**src/hw/rtl/kwdm_pkg.sv**
```systemverilog
// Package for the k-way descending merge block.
// Holds action codes, control structs and reset constants.
// Used by kwdm_cell and k_way_descending_merge_top.
`default_nettype none

package kwdm_pkg;

  localparam int unsigned MaxListsDefault = 16;
  localparam int unsigned ValW            = 31;
  localparam int unsigned CfgW            = 5;
  localparam int unsigned OutListW        = 4;
  localparam logic [CfgW-1:0] NumListsReset = 5'd16;

  typedef enum logic [1:0] {
    ACT_LOAD   = 2'd0,
    ACT_START  = 2'd1,
    ACT_REFILL = 2'd2,
    ACT_CLEAR  = 2'd3
  } action_e;

  typedef struct packed {
    logic load;
    logic refill;
    logic clear;
  } cell_ctrl_t;

  typedef struct packed {
    logic lt;
    logic gt;
  } cell_flag_t;

endpackage

`default_nettype wire

```
**src/hw/rtl/kwdm_cell.sv**
```systemverilog
// One position of the ordered head array: a list id and its head value.
// Shifts with its neighbors on load and refill; depends on kwdm_pkg.
`default_nettype none

module kwdm_cell #(
  parameter int unsigned CellIdx = 0,
  parameter int unsigned IdW     = 4,
  parameter int unsigned CntW    = 5
) (
  input  wire logic                        clk_i,
  input  wire logic                        rst_ni,
  input  wire kwdm_pkg::cell_ctrl_t        ctrl_i,
  input  wire logic [CntW-1:0]             loaded_i,
  input  wire logic [kwdm_pkg::ValW-1:0]   new_val_i,
  input  wire logic [IdW-1:0]              new_id_i,
  input  wire logic [IdW-1:0]              left_id_i,
  input  wire logic [kwdm_pkg::ValW-1:0]   left_val_i,
  input  wire kwdm_pkg::cell_flag_t        left_flag_i,
  input  wire logic [IdW-1:0]              right_id_i,
  input  wire logic [kwdm_pkg::ValW-1:0]   right_val_i,
  input  wire kwdm_pkg::cell_flag_t        right_flag_i,
  output kwdm_pkg::cell_flag_t             flag_o,
  output logic [IdW-1:0]                   id_o,
  output logic [kwdm_pkg::ValW-1:0]        val_o,
  output logic [IdW-1:0]                   id_d_o,
  output logic [kwdm_pkg::ValW-1:0]        val_d_o
);

  logic [IdW-1:0]            id_q, id_d;
  logic [kwdm_pkg::ValW-1:0] val_q, val_d;
  logic                      in_range;
  logic                      at_loaded;

  assign in_range  = CntW'(CellIdx) < loaded_i;
  assign at_loaded = CntW'(CellIdx) == loaded_i;
  assign flag_o.lt = in_range && (val_q < new_val_i);
  assign flag_o.gt = in_range && (new_val_i < val_q);

  always_comb begin
    id_d  = id_q;
    val_d = val_q;
    if (ctrl_i.clear) begin
      id_d  = IdW'(CellIdx);
      val_d = '0;
    end else if (ctrl_i.load) begin
      if (left_flag_i.lt) begin
        id_d  = left_id_i;
        val_d = left_val_i;
      end else if (flag_o.lt || at_loaded) begin
        id_d  = new_id_i;
        val_d = new_val_i;
      end
    end else if (ctrl_i.refill) begin
      if (right_flag_i.gt) begin
        id_d  = right_id_i;
        val_d = right_val_i;
      end else if ((CellIdx == 0) || flag_o.gt) begin
        id_d  = new_id_i;
        val_d = new_val_i;
      end
    end
  end

  always_ff @(posedge clk_i or negedge rst_ni) begin
    if (!rst_ni) begin
      id_q  <= IdW'(CellIdx);
      val_q <= '0;
    end else begin
      id_q  <= id_d;
      val_q <= val_d;
    end
  end

  assign id_o    = id_q;
  assign val_o   = val_q;
  assign id_d_o  = id_d;
  assign val_d_o = val_d;

endmodule

`default_nettype wire

```
**src/hw/rtl/k_way_descending_merge_top.sv**
```systemverilog
// Top level of the k-way descending merge block.
// Instantiates a chain of kwdm_cell; depends on kwdm_pkg.
//
// Usage: feed beats on the input channel (in_valid_i / in_stall_o) carrying
// action_i and value_i. Load beats enter one list head each, in list order,
// into the sorted cell chain. Start and refill beats each produce one result
// beat on the output channel (out_valid_o / out_stall_i): the largest head
// and its list id, or done_res_o when every loaded list is exhausted. Load
// and clear beats produce no result. num_lists is written through cfg_we_i /
// cfg_data_i; the user must do so while the block is idle (not enforced).
// A result reaches the output register in the cycle after its input beat is
// accepted. Throughput: one beat per cycle while in_stall_o is low; all cells
// compare against the incoming value at once and shift one place in that cycle.
// Reset: cells hold ids in identity order with zero heads, nothing loaded,
// num_lists is 16, the output register is empty.
// Stall: while a result waits under out_stall_i, in_stall_o is high and the
// result holds; input is taken again in the cycle the result is taken.
`default_nettype none

module k_way_descending_merge_top #(
  parameter int unsigned MaxLists = kwdm_pkg::MaxListsDefault
) (
  input  wire logic                          clk_i,
  input  wire logic                          rst_ni,
  input  wire logic                          in_valid_i,
  output logic                               in_stall_o,
  input  wire logic [1:0]                    action_i,
  input  wire logic [kwdm_pkg::ValW-1:0]     value_i,
  input  wire logic                          cfg_we_i,
  input  wire logic [kwdm_pkg::CfgW-1:0]     cfg_data_i,
  output logic                               out_valid_o,
  input  wire logic                          out_stall_i,
  output logic [kwdm_pkg::ValW-1:0]          out_value_o,
  output logic [kwdm_pkg::OutListW-1:0]      out_list_o,
  output logic                               done_res_o
);

  localparam int unsigned IdW  = $clog2(MaxLists);
  localparam int unsigned CntW = $clog2(MaxLists + 1);
  localparam int unsigned VW   = kwdm_pkg::ValW;

  logic [kwdm_pkg::CfgW-1:0] num_lists_q;
  logic [CntW-1:0]           loaded_q, loaded_d;
  logic                      finished_q, finished_d;

  logic                      out_valid_q, out_valid_d;
  logic [VW-1:0]             out_value_q, out_value_d;
  logic [kwdm_pkg::OutListW-1:0] out_list_q, out_list_d;
  logic                      done_q, done_d;

  logic                      accept;
  logic                      emit;
  logic                      load_ok;
  logic                      result_done;
  kwdm_pkg::action_e         action;
  kwdm_pkg::cell_ctrl_t      ctrl;
  logic [IdW-1:0]            new_id;
  logic [31:0]               top_ext;

  kwdm_pkg::cell_flag_t      flag    [MaxLists];
  logic [IdW-1:0]            ids     [MaxLists];
  logic [VW-1:0]             vals    [MaxLists];
  logic [IdW-1:0]            ids_d   [MaxLists];
  logic [VW-1:0]             vals_d  [MaxLists];

  assign in_stall_o = out_valid_q && out_stall_i;
  assign accept     = in_valid_i && !in_stall_o;
  assign action     = kwdm_pkg::action_e'(action_i);

  assign load_ok = !finished_q
                && (32'(loaded_q) < 32'(num_lists_q))
                && (32'(loaded_q) < 32'(MaxLists));

  always_comb begin
    ctrl   = '0;
    emit   = 1'b0;
    new_id = ids[0];
    case (action)
      kwdm_pkg::ACT_LOAD: begin
        ctrl.load = accept && load_ok;
        new_id    = loaded_q[IdW-1:0];
      end
      kwdm_pkg::ACT_START: begin
        emit = accept;
      end
      kwdm_pkg::ACT_REFILL: begin
        ctrl.refill = accept && !finished_q && (loaded_q != '0);
        emit        = accept;
      end
      kwdm_pkg::ACT_CLEAR: begin
        ctrl.clear = accept;
      end
      default: begin
        ctrl = '0;
      end
    endcase
  end

  for (genvar k = 0; k < MaxLists; k++) begin : g_cell
    logic [IdW-1:0]       l_id, r_id;
    logic [VW-1:0]        l_val, r_val;
    kwdm_pkg::cell_flag_t l_flag, r_flag;

    if (k == 0) begin : g_first
      assign l_id   = '0;
      assign l_val  = '0;
      assign l_flag = '0;
    end else begin : g_mid
      assign l_id   = ids[k-1];
      assign l_val  = vals[k-1];
      assign l_flag = flag[k-1];
    end

    if (k == MaxLists - 1) begin : g_last
      assign r_id   = '0;
      assign r_val  = '0;
      assign r_flag = '0;
    end else begin : g_inner
      assign r_id   = ids[k+1];
      assign r_val  = vals[k+1];
      assign r_flag = flag[k+1];
    end

    kwdm_cell #(
      .CellIdx (k),
      .IdW     (IdW),
      .CntW    (CntW)
    ) u_cell (
      .clk_i        (clk_i),
      .rst_ni       (rst_ni),
      .ctrl_i       (ctrl),
      .loaded_i     (loaded_q),
      .new_val_i    (value_i),
      .new_id_i     (new_id),
      .left_id_i    (l_id),
      .left_val_i   (l_val),
      .left_flag_i  (l_flag),
      .right_id_i   (r_id),
      .right_val_i  (r_val),
      .right_flag_i (r_flag),
      .flag_o       (flag[k]),
      .id_o         (ids[k]),
      .val_o        (vals[k]),
      .id_d_o       (ids_d[k]),
      .val_d_o      (vals_d[k])
    );
  end

  always_comb begin
    loaded_d = loaded_q;
    if (ctrl.clear) begin
      loaded_d = '0;
    end else if (ctrl.load) begin
      loaded_d = loaded_q + CntW'(1);
    end
  end

  assign result_done = (loaded_d == '0) || (vals_d[0] == '0);
  assign top_ext     = 32'(ids_d[0]);

  always_comb begin
    finished_d = finished_q;
    if (ctrl.clear) begin
      finished_d = 1'b0;
    end else if (emit && result_done) begin
      finished_d = 1'b1;
    end
  end

  always_comb begin
    out_valid_d = out_valid_q && out_stall_i;
    out_value_d = out_value_q;
    out_list_d  = out_list_q;
    done_d      = done_q;
    if (emit) begin
      out_valid_d = 1'b1;
      if (result_done) begin
        out_value_d = '0;
        out_list_d  = '0;
        done_d      = 1'b1;
      end else begin
        out_value_d = vals_d[0];
        out_list_d  = top_ext[kwdm_pkg::OutListW-1:0];
        done_d      = 1'b0;
      end
    end
  end

  always_ff @(posedge clk_i or negedge rst_ni) begin
    if (!rst_ni) begin
      num_lists_q <= kwdm_pkg::NumListsReset;
      loaded_q    <= '0;
      finished_q  <= 1'b0;
      out_valid_q <= 1'b0;
    end else begin
      if (cfg_we_i) begin
        num_lists_q <= cfg_data_i;
      end
      loaded_q    <= loaded_d;
      finished_q  <= finished_d;
      out_valid_q <= out_valid_d;
    end
  end

  always_ff @(posedge clk_i) begin
    out_value_q <= out_value_d;
    out_list_q  <= out_list_d;
    done_q      <= done_d;
  end

  assign out_valid_o = out_valid_q;
  assign out_value_o = out_value_q;
  assign out_list_o  = out_list_q;
  assign done_res_o  = done_q;

endmodule

`default_nettype wire

```
**config.mk**
```make
export PLATFORM = sky130hd
export DESIGN_NAME = k_way_descending_merge_top
export DESIGN_NICKNAME = d
export VERILOG_FILES = /design/src/hw/rtl/kwdm_pkg.sv /design/src/hw/rtl/kwdm_cell.sv /design/src/hw/rtl/k_way_descending_merge_top.sv
export SDC_FILE = /design/constraint.sdc
export NUM_CORES = 2
export LEC_CHECK = 0
export BUFFER_PORTS_ARGS = -buffer_cell sky130_fd_sc_hd__buf_2
export CAP_MARGIN = 25
export CORE_MARGIN = 2
export CORE_UTILIZATION = 41
export DETAILED_ROUTE_END_ITERATION = 8
export MAX_ROUTING_LAYER = met4
export PLACE_DENSITY = 0.53
export SETUP_SLACK_MARGIN = 0.5
export SLEW_MARGIN = 20
export SYNTH_ARGS = -nofsm -noshare
export SYNTH_HDL_FRONTEND = slang
export SYNTH_HIERARCHICAL = 1
export SYNTH_SLANG_ARGS = --single-unit
```
**constraint.sdc**
```tcl
create_clock -name clk_i -period 7.6 [get_ports clk_i]
set_clock_uncertainty 0.2 [all_clocks]
set_input_delay 0.76 -clock clk_i [delete_from_list [all_inputs] [get_ports clk_i]]
set_output_delay 0.76 -clock clk_i [all_outputs]
set_load 0.02 [all_outputs]
```
==> impl_metrics.toml <==
[routing]
wl_um = 277000
met2_length_um = 116000
ant_nets = 0
dr_wl_met3_um = 22100
wl_per_cell_um = 27.4
avgViaCountPerCell = 6.62
drt_iter0_markers = 7632
routed.top_layer = "met4"
wl_met1_um = 126000
firstDrtPassIters = 6
routed-via-count = 66800
route.detailed.drc = 0

[finish]
fin_util_pct = 44.8
finalInstanceArea_um2 = 71900
final_common_cell = "inv_1"
nets = 8401
final_layout_size_suffix_gt1_share_pct = 13.1
syn_to_final_growth_pct = 8.47
fillers = 15900
layout_common_cells = "805 x inv_1, 754 x nor2_1, 534 x dfrtp_1, 505 x ha_1, 436 x nand2_1"

[run_status]
outcome = "complete, no violations"

[worst_hold_path]
holdCritPathClass = "primary input to flop"
hold_start = "cfg_data_i[2]"

[clocking]
h-tree-depth = 3
cts.clk_slew.worst_paths_ps = 60
cts_root_buf = "clkbuf_16"
clk_latency_ps = 740
clockBufferDepth = 3
cts_buffers = 85
cts_tree = "built"
cts_sinks = 608
post_cts_resized = 0

[power]
powerDensity_nw_per_um2 = 228
pwr-share-seq_pct = 32.2
ir_worst_vdd_mv = 0.196
netSwitchingPower_mw = 7.18
sw_frac_of_total_pct = 43.7
power_mw = 16.4
p_int_mw = 9.26
p_leak_nw = 31.0
power_frac_clock_pct = 27.2
power_frac_comb_pct = 40.6

[yosys]
synth_cells = 8070
syn-cell-area_um2 = 66300
yosysWarnings = 6
syn_avg_cell_area_um2 = 8.22

[grt]
grt_pass1_vias = 62400
antenna_found_initial = 16
grt_max_degree = 197
grt_overflow = 0
grt_use_total_pct = 33.6
grt_pass1_wl_um = 419000

[critical_path]
required_ps = 7860
critPathMaxFanout = 16
crit_top_cell = "nand4_1"
slowest_delay_ps = 1050
r2r_start = "g_cell[1].u_cell/val_o[18]"
cp-startpoint = "g_cell[1].u_cell/val_o[18]"
slowest_stage = "nor4_2"
arrival_ps = 6680
worstSetupEndpointType = "flop"
start_kind = "flop"
path_class = "flop to flop"
crit_chain = "inv_1 -> ha_1 -> nand4_1 -> nor4_2 -> o21a_1 -> nor2_4 -> buf_4 -> mux2i_1 -> a21oi_1 -> o32a_1 -> nor4_1 -> and4_1 -> nand4_1 -> nand2_1 -> nor3_1"

[sta]
tns_ps = 0
slew_violations = 0
slew-limit-headroom_pct = 4.34
rsz0062_at_grt = "false"
max_freq_ghz = 0.156
period_needed_ps = 6420
worst_slew_pin_slew_ps = 1430
min_period_over_period_pct = 84.4
final_hold_viol_count = 0
setup_viol = 0

[floorplan]
io_pins = 81
die_area_um2 = 165000
coreArea_um2 = 161000
start_util_pct = 41.3
rows = 147
die_w_um = 406
die_height_um = 406

[job]
cap_violations = 0

[place]
gp_congestion = 0.958
dp_hpwl_um = 194000
placed_area_um2 = 68700
numPortBuffers = 80
-- state kept, by name (all words and copies together) (netlist names) --
signal	count
g_cell.u_cell/val_o	496
g_cell.u_cell/id_o	64
out_value_o	31
loaded_q	5
num_lists_q	5
out_list_o	4
done_res_o	1
finished_q	1
out_valid_o	1
-- power groups by stage --
stage | sequential, mW | clock, mW | combinational (mW)
2_1_floorplan | 4.68 | 0 | 4.79
3_3_place_gp | 5.26 | 0 | 6.36
3_5_place_dp | 5.28 | 0 | 6.50
4_1_cts | 5.23 | 4.56 | 6.54
5_1_grt | 5.36 | 4.66 | 7.32
6_report | 5.29 | 4.47 | 6.67
-- worst max-delay path, delay by kind of cell, from the launching register on --
family	cells	cell delay, ps
AO/OA/AOI/OAI	3	990
adder cells (fa/ha/maj)	1	380
buffers and inverters	2	510
multiplexers	1	180
flip-flops	1	810
AND/OR/NAND/NOR	8	3010
-- stage by stage --
stage	setup slack (ps)	instances	hold WS, ps
after detailed placement	1490	9914	307
after global routing	1150	10100	31.6
after global placement	1220	9907	299
final	1180	10100	34.5
after CTS	1470	10100	1.64
after floorplan	2490	8144	264
-- final timing paths --
check                                              end  slack, ps  cells after the start
hold reg to reg                         num_lists_q[4]        310                      2
max in group asynchronous   g_cell[6].u_cell/val_o[12]       5410                      3
hold / removal                          num_lists_q[2]         30                      3
setup / recovery                         out_list_o[1]       1180                     15
setup reg to reg                         out_list_o[1]       1180                     15
min in group asynchronous  g_cell[15].u_cell/val_o[18]        380                      2
-- per-layer routing --
layer | vias to the layer above | global-route usage (%)
met3 | 503 | 5.68
met5 | - | -
met4 | 0 | 13.6
li1 | 30200 | -
met1 | 33100 | 47.4
met2 | 3027 | 47.2
-- timing repair --
| action | CTS | global route |
|---|---|---|
| endpoints found under the setup margin | 0 | 0 |
| hold endpoints to repair | 50 | 0 |
| hold buffers | 3 | 0 |
| setup buffers | 0 | 0 |
-- cell type report --
class	instances	area (um^2)	area share (%)
inverter	817	3090	4.30
clock inverter	40	554	0.770
sequential	608	15400	21.5
tap	2160	2700	3.76
timing repair buffer	325	2640	3.66
clock buffer	117	2490	3.46
antenna	8	20.0	0.0278
multi-input combinational	6016	45000	62.6
Power figures use the tool's default switching activity.
